==> src/hw/rtl/sscl_pkg.sv <==
// Shared types and constants for the step sequencer clock.
`timescale 1ns / 1ps

package sscl_pkg;

  // Default sizes for the step and note stores
  localparam int STEPS_DEF     = 16;
  localparam int NOTE_BITS_DEF = 8;

  // Fixed field widths at the ports
  localparam int CFG_W      = 5;
  localparam int CMD_W      = 3;
  localparam int AMT_W      = 9;
  localparam int IDX_W      = 4;
  localparam int OUT_STEP_W = 4;
  localparam int OUT_NOTE_W = 8;
  localparam int TEMPO_W    = 8;
  localparam int PERIOD_W   = 11;
  localparam int ELAPSED_W  = 11;

  // Tempo limits and reset values
  localparam logic [TEMPO_W-1:0]   TEMPO_MIN    = 8'd10;
  localparam logic [TEMPO_W-1:0]   TEMPO_MAX    = 8'd255;
  localparam logic [TEMPO_W-1:0]   TEMPO_RESET  = 8'd120;
  localparam logic [PERIOD_W-1:0]  PERIOD_RESET = 11'd125;
  localparam logic [ELAPSED_W-1:0] ELAPSED_MAX  = 11'd2047;
  localparam logic [CFG_W-1:0]     LEN_RESET    = 5'd16;

  // Step period divider: 15000 / bpm, one quotient bit per cycle
  localparam int                PERIOD_NUM_W = 14;
  localparam logic [PERIOD_NUM_W-1:0] PERIOD_NUM = 14'd15000;

  // Command codes
  typedef enum logic [CMD_W-1:0] {
    CMD_TICK  = 3'd0,
    CMD_PLAY  = 3'd1,
    CMD_STOP  = 3'd2,
    CMD_TEMPO = 3'd3,
    CMD_SEL   = 3'd4,
    CMD_PITCH = 3'd5
  } cmd_t;

  // Divider request and response
  typedef struct packed {
    logic               start;
    logic [TEMPO_W-1:0] divisor;
  } div_req_t;

  typedef struct packed {
    logic                done;
    logic [PERIOD_W-1:0] quotient;
  } div_rsp_t;

endpackage

==> src/hw/rtl/step_sequencer_clock.sv <==
// Step sequencer top level: command sequencer around the gate/note RAM.
// Tick, play, stop and unused codes pass through the execute, read and output
// states; pitch and an in-range select also pass a modify state for the RAM
// read-modify-write, and tempo waits in a divide state for the period divider.
// One item in flight; the next beat is taken the cycle after the result is loaded.
// Reset (rst, synchronous) clears all control state and the gate/note valid bits.
`timescale 1ns / 1ps

module step_sequencer_clock #(
  parameter int STEPS     = sscl_pkg::STEPS_DEF,
  parameter int NOTE_BITS = sscl_pkg::NOTE_BITS_DEF
) (
  input  logic                                clk,
  input  logic                                rst,
  input  logic                                cfg_we,
  input  logic [sscl_pkg::CFG_W-1:0]          cfg_wdata,
  input  logic                                in_valid,
  output logic                                in_stall,
  input  logic [sscl_pkg::CMD_W-1:0]          command,
  input  logic signed [sscl_pkg::AMT_W-1:0]   amount,
  input  logic [sscl_pkg::IDX_W-1:0]          step_index,
  output logic                                out_valid,
  input  logic                                out_stall,
  output logic                                step_advanced,
  output logic                                position_valid,
  output logic [sscl_pkg::OUT_STEP_W-1:0]     current_step,
  output logic                                gate_on,
  output logic [sscl_pkg::OUT_NOTE_W-1:0]     note_value,
  output logic                                running,
  output logic [sscl_pkg::OUT_STEP_W-1:0]     selected_out,
  output logic [sscl_pkg::TEMPO_W-1:0]        tempo_bpm
);
  import sscl_pkg::*;

  localparam int PW  = $clog2(STEPS);
  localparam int EW  = NOTE_BITS + 1;
  localparam int LW  = (CFG_W > $clog2(STEPS + 1)) ? CFG_W : $clog2(STEPS + 1);
  localparam int SW  = (NOTE_BITS > AMT_W) ? NOTE_BITS : AMT_W;
  localparam int TSW = TEMPO_W + 2;

  typedef enum logic [5:0] {
    S_IDLE = 6'b000001,
    S_EXEC = 6'b000010,
    S_MOD  = 6'b000100,
    S_DIV  = 6'b001000,
    S_RD   = 6'b010000,
    S_OUT  = 6'b100000
  } state_t;

  state_t state;

  // control registers
  logic [CFG_W-1:0]     seq_len;
  logic [TEMPO_W-1:0]   tempo;
  logic [PERIOD_W-1:0]  period;
  logic [ELAPSED_W-1:0] elapsed;
  logic                 playing;
  logic [PW-1:0]        position;
  logic                 pos_set;
  logic [PW-1:0]        selected;
  logic                 moved;
  logic [STEPS-1:0]     entry_valid;

  // latched item
  cmd_t                     cmd_q;
  logic signed [AMT_W-1:0]  amt_q;
  logic [IDX_W-1:0]         sidx_q;
  logic [PW-1:0]            edit_addr;

  // RAM ports
  logic          ram_we;
  logic [PW-1:0] ram_raddr;
  logic [EW-1:0] ram_wdata;
  logic [EW-1:0] ram_rdata;

  div_req_t div_req;
  div_rsp_t div_rsp;

  logic accept;
  logic out_free;
  logic sidx_ok;
  logic [PW-1:0] edit_addr_c;

  assign accept   = in_valid && !in_stall;
  assign in_stall = rst || (state != S_IDLE);
  assign out_free = !out_valid || !out_stall;
  assign sidx_ok  = (int'(sidx_q) < STEPS);

  // edit address: chosen step for select, selected step for pitch
  assign edit_addr_c = (cmd_q == CMD_SEL) ? PW'(sidx_q) : selected;

  // advance target
  logic [LW-1:0] len_eff;
  logic [LW-1:0] pos_inc;
  logic [PW-1:0] adv_pos;

  always_comb begin
    len_eff = (LW'(seq_len) > LW'(STEPS)) ? LW'(STEPS) : LW'(seq_len);
    pos_inc = LW'(position) + LW'(1);
    if (!pos_set || (pos_inc >= len_eff)) begin
      adv_pos = '0;
    end else begin
      adv_pos = PW'(pos_inc);
    end
  end

  // saturating millisecond count
  logic [ELAPSED_W-1:0] elapsed_inc;
  assign elapsed_inc = (elapsed == ELAPSED_MAX) ? elapsed : elapsed + ELAPSED_W'(1);

  // tempo adjust, saturated to 10..255
  logic signed [TSW-1:0] tempo_sum;
  logic [TEMPO_W-1:0]    tempo_next;

  always_comb begin
    tempo_sum = $signed({2'b00, tempo}) + $signed({amt_q[AMT_W-1], amt_q});
    if (tempo_sum > $signed({2'b00, TEMPO_MAX})) begin
      tempo_next = TEMPO_MAX;
    end else if (tempo_sum < $signed({2'b00, TEMPO_MIN})) begin
      tempo_next = TEMPO_MIN;
    end else begin
      tempo_next = tempo_sum[TEMPO_W-1:0];
    end
  end

  // read-modify-write of one gate/note entry; unwritten entries read as zero
  logic [EW-1:0]        entry;
  logic                 entry_gate;
  logic [NOTE_BITS-1:0] entry_note;
  logic [SW-1:0]        note_sum;
  logic                 toggle;

  always_comb begin
    entry      = entry_valid[edit_addr] ? ram_rdata : '0;
    entry_gate = entry[NOTE_BITS];
    entry_note = entry[NOTE_BITS-1:0];
    note_sum   = SW'(entry_note) + SW'(amt_q);
    toggle     = (selected == edit_addr) || !entry_gate;
    if (cmd_q == CMD_SEL) begin
      ram_wdata = {entry_gate ^ toggle, entry_note};
    end else begin
      ram_wdata = {entry_gate, note_sum[NOTE_BITS-1:0]};
    end
  end

  assign ram_we    = (state == S_MOD);
  assign ram_raddr = (state == S_EXEC) ? edit_addr_c : position;

  // divider starts on a tempo command, with the new tempo
  assign div_req.start   = (state == S_EXEC) && (cmd_q == CMD_TEMPO);
  assign div_req.divisor = tempo_next;

  // gate/note store; the position read follows the write in the next cycle,
  // so the written entry is always seen
  sscl_ram #(
    .WIDTH (EW),
    .DEPTH (STEPS)
  ) u_ram (
    .clk   (clk),
    .we    (ram_we),
    .waddr (edit_addr),
    .wdata (ram_wdata),
    .raddr (ram_raddr),
    .rdata (ram_rdata)
  );

  sscl_div u_div (
    .clk (clk),
    .rst (rst),
    .req (div_req),
    .rsp (div_rsp)
  );

  // configuration register
  always_ff @(posedge clk) begin
    if (rst) begin
      seq_len <= LEN_RESET;
    end else if (cfg_we) begin
      seq_len <= cfg_wdata;
    end
  end

  // latched beat
  always_ff @(posedge clk) begin
    if (accept) begin
      cmd_q  <= cmd_t'(command);
      amt_q  <= amount;
      sidx_q <= step_index;
    end
    if (state == S_EXEC) begin
      edit_addr <= edit_addr_c;
    end
  end

  // result valid: set when a result is loaded, cleared when it is taken
  always_ff @(posedge clk) begin
    if (rst) begin
      out_valid <= 1'b0;
    end else if ((state == S_OUT) && out_free) begin
      out_valid <= 1'b1;
    end else if (!out_stall) begin
      out_valid <= 1'b0;
    end
  end

  // command sequencer and control state
  always_ff @(posedge clk) begin
    if (rst) begin
      state       <= S_IDLE;
      tempo       <= TEMPO_RESET;
      period      <= PERIOD_RESET;
      elapsed     <= '0;
      playing     <= 1'b0;
      position    <= '0;
      pos_set     <= 1'b0;
      selected    <= '0;
      moved       <= 1'b0;
      entry_valid <= '0;
    end else begin
      unique case (state)
        S_IDLE: begin
          if (accept) begin
            moved <= 1'b0;
            state <= S_EXEC;
          end
        end
        S_EXEC: begin
          state <= S_RD;
          unique case (cmd_q)
            CMD_TICK: begin
              if (playing && (elapsed_inc >= period)) begin
                position <= adv_pos;
                pos_set  <= 1'b1;
                elapsed  <= '0;
                moved    <= 1'b1;
              end else begin
                elapsed <= elapsed_inc;
              end
            end
            CMD_PLAY: begin
              if (!playing) begin
                playing  <= 1'b1;
                position <= adv_pos;
                pos_set  <= 1'b1;
                elapsed  <= '0;
                moved    <= 1'b1;
              end
            end
            CMD_STOP: begin
              if (playing) begin
                playing  <= 1'b0;
                elapsed  <= '0;
                position <= '0;
                pos_set  <= 1'b0;
              end
            end
            CMD_TEMPO: begin
              tempo <= tempo_next;
              state <= S_DIV;
            end
            CMD_SEL: begin
              if (sidx_ok) begin
                state <= S_MOD;
              end
            end
            CMD_PITCH: begin
              state <= S_MOD;
            end
            default: begin
              // unused codes leave the state alone
            end
          endcase
        end
        S_MOD: begin
          entry_valid[edit_addr] <= 1'b1;
          if (cmd_q == CMD_SEL) begin
            selected <= edit_addr;
          end
          state <= S_RD;
        end
        S_DIV: begin
          if (div_rsp.done) begin
            period <= div_rsp.quotient;
            state  <= S_RD;
          end
        end
        S_RD: begin
          state <= S_OUT;
        end
        S_OUT: begin
          if (out_free) begin
            state <= S_IDLE;
          end
        end
        default: begin
          state <= S_IDLE;
        end
      endcase
    end
  end

  // result beat
  logic                 cur_gate;
  logic [NOTE_BITS-1:0] cur_note;

  assign cur_gate = entry_valid[position] ? ram_rdata[NOTE_BITS] : 1'b0;
  assign cur_note = entry_valid[position] ? ram_rdata[NOTE_BITS-1:0] : '0;

  always_ff @(posedge clk) begin
    if ((state == S_OUT) && out_free) begin
      step_advanced  <= moved;
      position_valid <= pos_set;
      running        <= playing;
      selected_out   <= OUT_STEP_W'(selected);
      tempo_bpm      <= tempo;
      if (pos_set) begin
        current_step <= OUT_STEP_W'(position);
        gate_on      <= cur_gate;
        note_value   <= OUT_NOTE_W'(cur_note);
      end else begin
        current_step <= '0;
        gate_on      <= 1'b0;
        note_value   <= '0;
      end
    end
  end

endmodule

==> src/hw/rtl/sscl_ram.sv <==
// Generic single-port-write, single-port-read RAM with registered read data.
`timescale 1ns / 1ps

module sscl_ram #(
  parameter int WIDTH = 8,
  parameter int DEPTH = 16
) (
  input  logic                     clk,
  input  logic                     we,
  input  logic [$clog2(DEPTH)-1:0] waddr,
  input  logic [WIDTH-1:0]         wdata,
  input  logic [$clog2(DEPTH)-1:0] raddr,
  output logic [WIDTH-1:0]         rdata
);

  logic [WIDTH-1:0] mem [DEPTH];

  // write port and registered read port
  always_ff @(posedge clk) begin
    if (we) begin
      mem[waddr] <= wdata;
    end
    rdata <= mem[raddr];
  end

endmodule

==> src/hw/rtl/sscl_div.sv <==
// Restoring divider for the step period: 15000 / tempo, one bit per cycle.
`timescale 1ns / 1ps

module sscl_div (
  input  logic               clk,
  input  logic               rst,
  input  sscl_pkg::div_req_t req,
  output sscl_pkg::div_rsp_t rsp
);
  import sscl_pkg::*;

  localparam int CNT_W = $clog2(PERIOD_NUM_W);

  logic                    busy;
  logic                    done;
  logic [CNT_W-1:0]        cnt;
  logic [TEMPO_W-1:0]      divisor;
  logic [TEMPO_W-1:0]      rem;
  logic [PERIOD_NUM_W-1:0] quo;

  logic [TEMPO_W:0]   rem_sh;
  logic [TEMPO_W:0]   diff;
  logic               fits;

  // one restoring step: shift in the next dividend bit, try the subtract
  assign rem_sh = {rem, quo[PERIOD_NUM_W-1]};
  assign diff   = rem_sh - {1'b0, divisor};
  assign fits   = (rem_sh >= {1'b0, divisor});

  // control
  always_ff @(posedge clk) begin
    if (rst) begin
      busy <= 1'b0;
      done <= 1'b0;
      cnt  <= '0;
    end else if (req.start) begin
      busy <= 1'b1;
      done <= 1'b0;
      cnt  <= '0;
    end else if (busy) begin
      cnt <= cnt + CNT_W'(1);
      if (cnt == CNT_W'(PERIOD_NUM_W - 1)) begin
        busy <= 1'b0;
        done <= 1'b1;
      end
    end
  end

  // datapath
  always_ff @(posedge clk) begin
    if (req.start) begin
      divisor <= req.divisor;
      rem     <= '0;
      quo     <= PERIOD_NUM;
    end else if (busy) begin
      rem <= fits ? diff[TEMPO_W-1:0] : rem_sh[TEMPO_W-1:0];
      quo <= {quo[PERIOD_NUM_W-2:0], fits};
    end
  end

  assign rsp.done     = done;
  assign rsp.quotient = quo[PERIOD_W-1:0];

endmodule

==> config.mk <==
export PLATFORM = sky130hd
export DESIGN_NAME = step_sequencer_clock
export DESIGN_NICKNAME = d
export VERILOG_FILES = /design/src/hw/rtl/sscl_pkg.sv /design/src/hw/rtl/step_sequencer_clock.sv /design/src/hw/rtl/sscl_ram.sv /design/src/hw/rtl/sscl_div.sv
export SDC_FILE = /design/constraint.sdc
export NUM_CORES = 1
export LEC_CHECK = 0
export ABC_AREA = 1
export BUFFER_PORTS_ARGS = -buffer_cell sky130_fd_sc_hd__buf_2
export CORE_ASPECT_RATIO = 0.9
export CORE_MARGIN = 10
export CORE_UTILIZATION = 40
export DETAILED_ROUTE_END_ITERATION = 16
export PLACE_DENSITY = 0.63
export RECOVER_POWER = 25
export SLEW_MARGIN = 15
export SYNTH_ARGS = -nofsm -noshare
export SYNTH_HDL_FRONTEND = slang
export SYNTH_SLANG_ARGS = --single-unit
==> constraint.sdc <==
create_clock -name clk -period 9.5 [get_ports clk]
set_input_delay 1.9 -clock clk [delete_from_list [all_inputs] [get_ports clk]]
set_output_delay 1.9 -clock clk [all_outputs]
set_load 0.05 [all_outputs]
* Word-level counts from Yosys, hierarchy flattened *
Memories as Yosys holds them, arrays and structs flattened. A register that Yosys moved wholly into a read port is not among the register bits.
Cells that the tools add are included.

word-level totals
  register bits after elaboration = 153
  memory bits (writable) = 144
  memories = 1

memories
  name       words  bits a word  rd ports  clocked after Yosys merged registers in  wr ports  line            text
  u_ram.mem  16     9            1         1                                        1         sscl_ram.sv:16  logic [WIDTH-1:0] mem [DEPTH];

cells by class
  add/sub/neg operators = 6
  magnitude comparators = 9
  equal/unequal tests = 25
  muxes and demuxes = 44
  bitwise operators = 2
  reductions and logical operators = 30

operators with widths
  kind                   number
  $mux 11                4
  $pmux 6 s6             1
  $pmux 11 s3            1
  $mux 4                 6
  $mux 8                 3
  $mux 6                 3
  $mux 9                 2
  $or 16x16->16          1
  $mux 1                 14
  $pmux 4 s3             1
  $reduce_and 2->1       6
  $add 11x1->11 const B  1
  $eq 11x11->1 const B   1
  $ge 11x11->1           1
  $add 9x9->10           1
  $gt 10x9->1 const B    1
  $lt 10x5->1 const B    1
  $lt 4x5->1 const B     2
  $ne 2x2->1 const B     5
  $pmux 5 s2             1
  $reduce_and 5->1       2
  $ge 9x8->1             1
  $add 8x8->8            1
  $bmux 1 s4             2
  other kinds (35)       54

* Logic depth before layout (Yosys ltp) *
Gate-level depths: netlist of the first run.

  depth after elaboration = 7
  mapped depth = 19

* Modules after synthesis *
Synthesis of the first run repeated with hierarchy kept, for this count alone.

unflattened totals
  cells, all modules = 1661
  area, all modules = 14682.8 um^2

modules (own cells, without submodules)
  module                times used  cells an instance  area an instance (um^2)
  sscl_ram              1           615                6502.5
  step_sequencer_clock  1           796                6271.0
  sscl_div              1           250                1909.3

* Worst setup path before layout of the first run *
OpenSTA, ideal clock, no wires.

  path kind = input -> output
  from = input rst
  to = output in_stall
  arrival = 2.507 ns
  data required time = 7.600 ns
  slack = 5.093 ns
  stages = 2
  path through = clkbuf_1 or2_2

on the way
  longest elaborated chain between the ends = 1

RTL lines
  item              line                        text
  from (decl)       step_sequencer_clock.sv:14  input logic rst,
  $logic_or 1x1->1  step_sequencer_clock.sv:85  assign in_stall = rst || (state != S_IDLE);
  to (decl)         step_sequencer_clock.sv:18  output logic in_stall,

No other way between the ends.

* Final worst setup path of the first run *
Ends and elaborated chain as after synthesis.

==> results.cfg, run 1 <==
[outcome]
status = finished, final reports clean

[finish]
final_net_count = 1695
antenna-diode-count = 0
post_route_cells_drive_above_1_share_pct = 8.73
synthToLayoutAreaGrowth_pct = 13.1
fill_cells = 3357
final-instance-count-excl-fill = 2119

[sta]
hold_slack_ps = 456
fmax_ghz = 0.205
timing_hold_violations_final = 0
finalMaxSlewViolations = 0
worst_pin_slew_ps = 1110
grt_setup_unrepaired = false
max_slew_margin_pct = 25.6
min_period_over_period_pct = 51.4
setup_tns_ps = 0
final-setup-viol-count = 0
fin_skew_ps = 17.1
post-route-worst-setup-slack_ps = 4620
layout_min_cycle_time_ps = 4880

[clock_tree]
cts.path.max_buffers = 3
cts.reportedPaths.clkPinSlew_ps = 60
post_cts_resize_count = 0
htree_levels = 2
post_cts_buffers = 0
cts_tree = built
cts-buffers-inserted = 35
clockRootBuffer = sky130_fd_sc_hd__clkbuf_16
cts.sink_count = 306
cts-hold-fix-buffers = 0
clock_insertion_delay_worst_skew_ps = 520

[detailed_routing]
drt_first_pass_iters = 6
routed_wire_length_per_instance_um = 16.0
route.detailed.vias_per_inst = 5.06
postRouteAntennaNets = 0
total_length_of_routed_wires_um = 34000
route.detailed.drc = 0
drt_iter0_markers = 874
vias_after_detailed_routing = 10727

[floorplan]
std_cell_rows = 65
fp.dieH_um = 198
placeableCoreArea_sq_um = 35000
initial_utilization_pct = 40.5
pin_count = 56
die_area_sq_um = 43300
fp.dieW_um = 218

[place]
dpl_worst_slack_ps = 4610
dpl.cell_count = 2055
finalWeightedCongestion = 0.889
port_buffers = 55
hpwl_um = 22000

[worst_setup_path]
max_stage_delay_on_crit_path_ps = 480
r2r_start = state[2]
cp_common_cell = sky130_fd_sc_hd__buf_2
crit_path_top_delay_cell = sky130_fd_sc_hd__buf_4
req_time_crit_path_ps = 7600
crit_path_end_kind = output pin
worst_setup_path_start_kind = input port
crit_start = rst
timing.critical_path.fanout_max = 49
crit_type = input port to output pin
timing.critical_path.cells = buf_2, buf_4, or2_2, buf_2
worst-endpoint-arrival_ps = 2980

[yosys]
post_synth_most_frequent_cells = sky130_fd_sc_hd__nand2_1 (429), sky130_fd_sc_hd__edfxtp_1 (200), sky130_fd_sc_hd__inv_1 (183)
synth_edf_count = 200
synthTopCellsByArea = sky130_fd_sc_hd__edfxtp_1 (42%), sky130_fd_sc_hd__dfxtp_1 (15%), sky130_fd_sc_hd__nand2_1 (11%)
post_synth_and_or_nand_nor_area_fraction_pct = 22.6
synth.cell_area_sq_um = 14200
postSynth.asyncResetShare_pct = 0
synth_fa_ha_area_share_pct = 4.22
yosysTopAreaCell = sky130_fd_sc_hd__edfxtp_1
synthesis.area_per_instance_sq_um = 9.08
synth.top_cell.area_share_pct = 42.4
synth_top_family_by_area = simple AND/OR/NAND/NOR gates
ys_seq_elements = 306
seq_area_frac_synth_pct = 57.4
syn_nets = 1631
synth.most_common_cell = sky130_fd_sc_hd__nand2_1
synth.mux.area_fraction_pct = 0
yosysWarningCount = 0
post_synthesis_instance_total = 1559
share_of_the_synthesized_area_in_compound_gates_ao_oa_aoi_oai_pct = 7.64
ys.flop_type = sky130_fd_sc_hd__edfxtp_1
synth-xor-area-share_pct = 1.18
synth.lib_cells_used.distinct = 47

[global_routing]
antenna_violations_before_repair = 0
grt_use_total_pct = 15.5
number_of_global_route_vias_before_repair = 10143
pin_count_of_the_biggest_net_entering_global_routing = 75
grt_first_pass_wirelength_um = 54000
grt.overflow.total = 0

[pwr]
fin_total_pwr_uw = 3040
leakagePower_uw = 0.00670
cellPowerDensity_nw_per_um2 = 190
ir_worst_vdd_v = 0.000115

[run]
cap_viol_max_count = 0

[worst_hold_path]
hp_class = register to register
min-delay-start = moved
[flip-flops by register name (all words and copies together) (netlist names), 9 cells and up]
| register | cells |
|---|---|
| amt_q | 9 |
| elapsed | 11 |
| entry_valid | 16 |
| period | 11 |
| u_div.quo | 14 |
| u_ram.mem | 144 |
| u_ram.rdata | 9 |
[placed cells by master, fill, tap and decap left out, drive strengths merged, types with 2 or more instances in the layout]
| cell type | netlist | final |
|---|---|---|
| a21o | 3 | 3 |
| a21oi | 80 | 80 |
| a31oi | 5 | 5 |
| buf | 29 | 58 |
| bufinv | 0 | 4 |
| clkbuf | 22 | 63 |
| clkinv | 1 | 13 |
| dfxtp | 106 | 106 |
| edfxtp | 200 | 200 |
| fa | 3 | 3 |
| ha | 43 | 43 |
| inv | 187 | 191 |
| nand2 | 432 | 432 |
| nand3 | 147 | 147 |
| nand3b | 4 | 4 |
| nand4 | 19 | 19 |
| nor2 | 139 | 139 |
| nor3 | 7 | 7 |
| nor4 | 2 | 2 |
| o211ai | 24 | 24 |
| o21a | 2 | 2 |
| o21ai | 68 | 68 |
| o21bai | 3 | 3 |
| or2 | 7 | 7 |
| xnor2 | 5 | 5 |
| xor2 | 14 | 14 |
[per-stage QoR]
stage | instance area, sq um | util [%]
global route | 16000 | 45.8
global placement | 14900 | 42.7
CTS | 16100 | 46.0
detailed placement | 14900 | 42.7
floorplan | 14200 | -
finish | 16000 | 45.8
[per-layer routing]
layer	vias to the layer above	track usage, %	share of wire, %
met5	-	0	0
met3	53	3.22	6.2
met1	5095	21.5	48
met4	0	4.68	2.0
met2	288	23.9	44
li1	5291	-	-
[path summary, 6_finish.rpt]
kind	depth (start not counted)	slack, ps	to
worst max register to register	10	5670	tempo[4]
worst min-delay path	0	460	step_advanced
worst max-delay path	4	4620	in_stall
worst min register to register	0	460	step_advanced
[cells by family after synthesis]
kind of cell               after synthesis
and+or+nand+nor                        758
DFF                                    306
buffers and inverters                  239
xor gates and xnor gates                19
AOI/OAI and AO/OA                      191
adders and majority gates               46
[power breakdown]
group / internal, uW / leakage, uW / switching, uW / total (uW)
combinational: 68.7 / 0.00346 / 141 / 210
sequential: 1450 / 0.00267 / 25.0 / 1470
clock: 815 / 0.000574 / 544 / 1360
total: 2330 / 0.00670 / 711 / 3040
[worst max-delay path, delay by kind of cell]
| kind | cells | cell delay (ps) |
|---|---|---|
| buf+inv | 3 | 830 |
| simple gates | 1 | 250 |
[cell type report]
class	instances	area, sq um	share of cell area [%]
tap	469	587	3.66
multi-input combinational	1014	5040	31.4
clock buffer	43	936	5.84
sequential	306	8130	50.7
timing repair buffer	78	400	2.50
inverter	188	708	4.42
clock inverter	21	223	1.39
Note: power is estimated with default switching activity, not from simulation.
==> run 2: changes to the inputs <==
ABC_AREA = 0   (was 1)
clock period = 4.7 ns   (was 9.5 ns; I/O delays follow)
==> run 2 against run 1 <==
Effect of this change:
- total power grew 89%
- via count shrank 17%
- sequential cell count is the same
- the flow now finishes with violations (capacitance limit, slew limit)
- count of clock-buffer cells in the layout shrank 1
- register-to-register slack lost 5200 ps
- clock skew grew 10 ps
- clock power grew 75%
- sequential power grew 100%
- design area shrank 3.7%
- first-iteration DRC count shrank 41%
- synthesized cell count shrank 28%
==> results.cfg, run 2 <==
[yosys]
ys_seq_elements = 306
synthTopCellsByArea = sky130_fd_sc_hd__edfxtp_1 (44%), sky130_fd_sc_hd__dfxtp_1 (16%), sky130_fd_sc_hd__mux2i_1 (7.5%)
synth.top_cell.area_share_pct = 44.0
synth_edf_count = 200
postSynth.asyncResetShare_pct = 0
synth.lib_cells_used.distinct = 70
post_synthesis_instance_total = 1126
syn_nets = 1198
ys.flop_type = sky130_fd_sc_hd__edfxtp_1
post_synth_most_frequent_cells = sky130_fd_sc_hd__edfxtp_1 (200), sky130_fd_sc_hd__dfxtp_1 (106), sky130_fd_sc_hd__mux2i_1 (102)
yosysTopAreaCell = sky130_fd_sc_hd__edfxtp_1
seq_area_frac_synth_pct = 59.6
yosysWarningCount = 0
synth.cell_area_sq_um = 13600
synthesis.area_per_instance_sq_um = 12.1
synth.most_common_cell = sky130_fd_sc_hd__edfxtp_1

[run]
cap_viol_max_count = 2

[pwr]
cellPowerDensity_nw_per_um2 = 373
leakagePower_uw = 0.00615
ir_worst_vdd_v = 0.000212

[sta]
grt_setup_unrepaired = false
setup_tns_ps = 0
layout_min_cycle_time_ps = 4270
timing_hold_violations_final = 0
worst_pin_slew_ps = 2540
final-setup-viol-count = 0
fmax_ghz = 0.234
min_period_over_period_pct = 90.9
fin_skew_ps = 27.3
max_slew_margin_pct = -69.1
finalMaxSlewViolations = 78

[worst_setup_path]
cp_common_cell = sky130_fd_sc_hd__mux4_2
worst_setup_path_start_kind = register
critical_path_depth = 12
worstReg2RegEnd = u_ram.mem[12][7]
crit_end = u_ram.mem[12][7]
timing.critical_path.cells = mux4_2, mux4_2, nand2_1, inv_1, ha_1, a21o_1, a21oi_1, o21ai_0, o41ai_1, xor2_1, nor2_1, xnor2_2
max_stage_delay_on_crit_path_ps = 630
ff2ff_setup_slack_ps = 430
req_time_crit_path_ps = 4960
crit_type = register to register
rr_worst_depth = 12
timing.critical_path.fanout_max = 16
crit_path_end_kind = register
cpLargestDelayFamily = multiplexers
crit_start = edit_addr[0]
worst-endpoint-arrival_ps = 4530
r2r_start = edit_addr[0]
cp.buffers_inverters = 1
crit_path_top_delay_cell = sky130_fd_sc_hd__xnor2_2

[place]
finalWeightedCongestion = 0.866
placed_area_sq_um = 14500
port_buffers = 55
hpwl_um = 21500
dpl.cell_count = 1619

[detailed_routing]
drt_first_pass_iters = 5
route.detailed.drc = 0
drt_iter0_markers = 520
routed_wire_length_per_instance_um = 18.7
total_length_of_routed_wires_um = 31300
route.detailed.vias_per_inst = 5.33
postRouteAntennaNets = 0
vias_after_detailed_routing = 8936

[clock_tree]
clockRootBuffer = sky130_fd_sc_hd__clkbuf_16
cts-buffers-inserted = 31
post_cts_resize_count = 0
cts.path.max_buffers = 3
post_cts_buffers = 0
cts_tree = built
cts.reportedPaths.clkPinSlew_ps = 60
cts-hold-fix-buffers = 0
clock_insertion_delay_worst_skew_ps = 570
cts.sink_count = 306
htree_levels = 1

[finish]
largest_register_ffs = 144
area_used_by_multi_input_combinational_logic_sq_um = 5160
fill_cells = 3086
area.sequential_sq_um = 8130
layout.cells.most_common_list = sky130_fd_sc_hd__edfxtp_1 (200), sky130_fd_sc_hd__dfxtp_1 (106), sky130_fd_sc_hd__mux2i_1 (101)
design_area_sq_um = 15400
final_net_count = 1262
largest-register = u_ram.mem
synthToLayoutAreaGrowth_pct = 13.2
post_route_cells_drive_above_1_share_pct = 10.7
antenna-diode-count = 0
final-instance-count-excl-fill = 1677
most_frequent_standard_cell_in_the_layout_excluding_fill_and_tap_cells = sky130_fd_sc_hd__edfxtp_1
top_regs = u_ram.mem x144, entry_valid x16, u_div.quo x14

[floorplan]
fp.dieH_um = 195
pin_count = 56
die_area_sq_um = 41900
fp.dieW_um = 215
initial_utilization_pct = 40.4
placeableCoreArea_sq_um = 33800
std_cell_rows = 64

[global_routing]
antenna_violations_before_repair = 0
pin_count_of_the_biggest_net_entering_global_routing = 54
grt_first_pass_wirelength_um = 48800
number_of_global_route_vias_before_repair = 8603
grt.overflow.total = 0
grt_use_total_pct = 14.4

[worst_hold_path]
hp_class = register to register

[outcome]
status = complete, but fails checks
violated_checks = capacitance limit, slew limit
[run 2: stage by stage]
stage / setup WS [ps] / hold WS, ps / util [%] / total power [uW]
6_report: 429 / 450 / 45.7 / 5750
4_1_cts: 134 / 458 / 45.9 / 5790
3_3_place_gp: 243 / 437 / 42.9 / 3410
2_1_floorplan: 642 / 409 / - / 3310
3_5_place_dp: 200 / 432 / 42.9 / 3420
5_1_grt: 170 / 468 / 45.7 / 5960
[run 2: metal layers]
metal  vias to the layer above  GRT usage, %  part of all wire [%]
li1                       4321             -                     -
met1                      4310          20.3                    47
met2                       250          22.3                    44
met3                        55          2.64                   6.5
met4                         0          3.83                   2.2
met5                         -             0                     0
[run 2: how the worst min path moves through the flow]
stage                    end  slack (ps)  startpoint  cells after the start
6_report       step_advanced         450       moved                      0
5_1_grt        step_advanced         470       moved                      0
4_1_cts        step_advanced         460       moved                      0
3_5_place_dp   step_advanced         430       moved                      0
3_3_place_gp   step_advanced         440       moved                      0
2_1_floorplan  step_advanced         410       moved                      0
[run 2: where the power goes]
part | switching (uW) | internal [uW]
Clock | 1010 | 1370
Combinational | 244 | 161
Sequential | 47.4 | 2910
Total | 1310 | 4440
[run 2: layout make-up]
| cell class | instances | area share [%] |
|---|---|---|
| clock buffer | 42 | 5.72 |
| clock inverter | 16 | 0.787 |
| inverter | 42 | 1.02 |
| multi-input combinational | 731 | 33.4 |
| sequential | 306 | 52.7 |
| tap | 462 | 3.75 |
| timing repair buffer | 78 | 2.60 |
[run 2: logic make-up (layout without fill, tap and decap cells)]
| family | Yosys count | in the layout | synth area share [%] |
|---|---|---|---|
| AOI/OAI and AO/OA | 201 | 201 | 9.41 |
| buffers and inverters | 89 | 178 | 2.62 |
| xor gates and xnor gates | 33 | 33 | 2.12 |
| DFF | 306 | 306 | 59.6 |
| and+or+nand+nor | 326 | 326 | 11.6 |
| adders and majority gates | 46 | 46 | 4.39 |
| muxes | 125 | 125 | 10.3 |
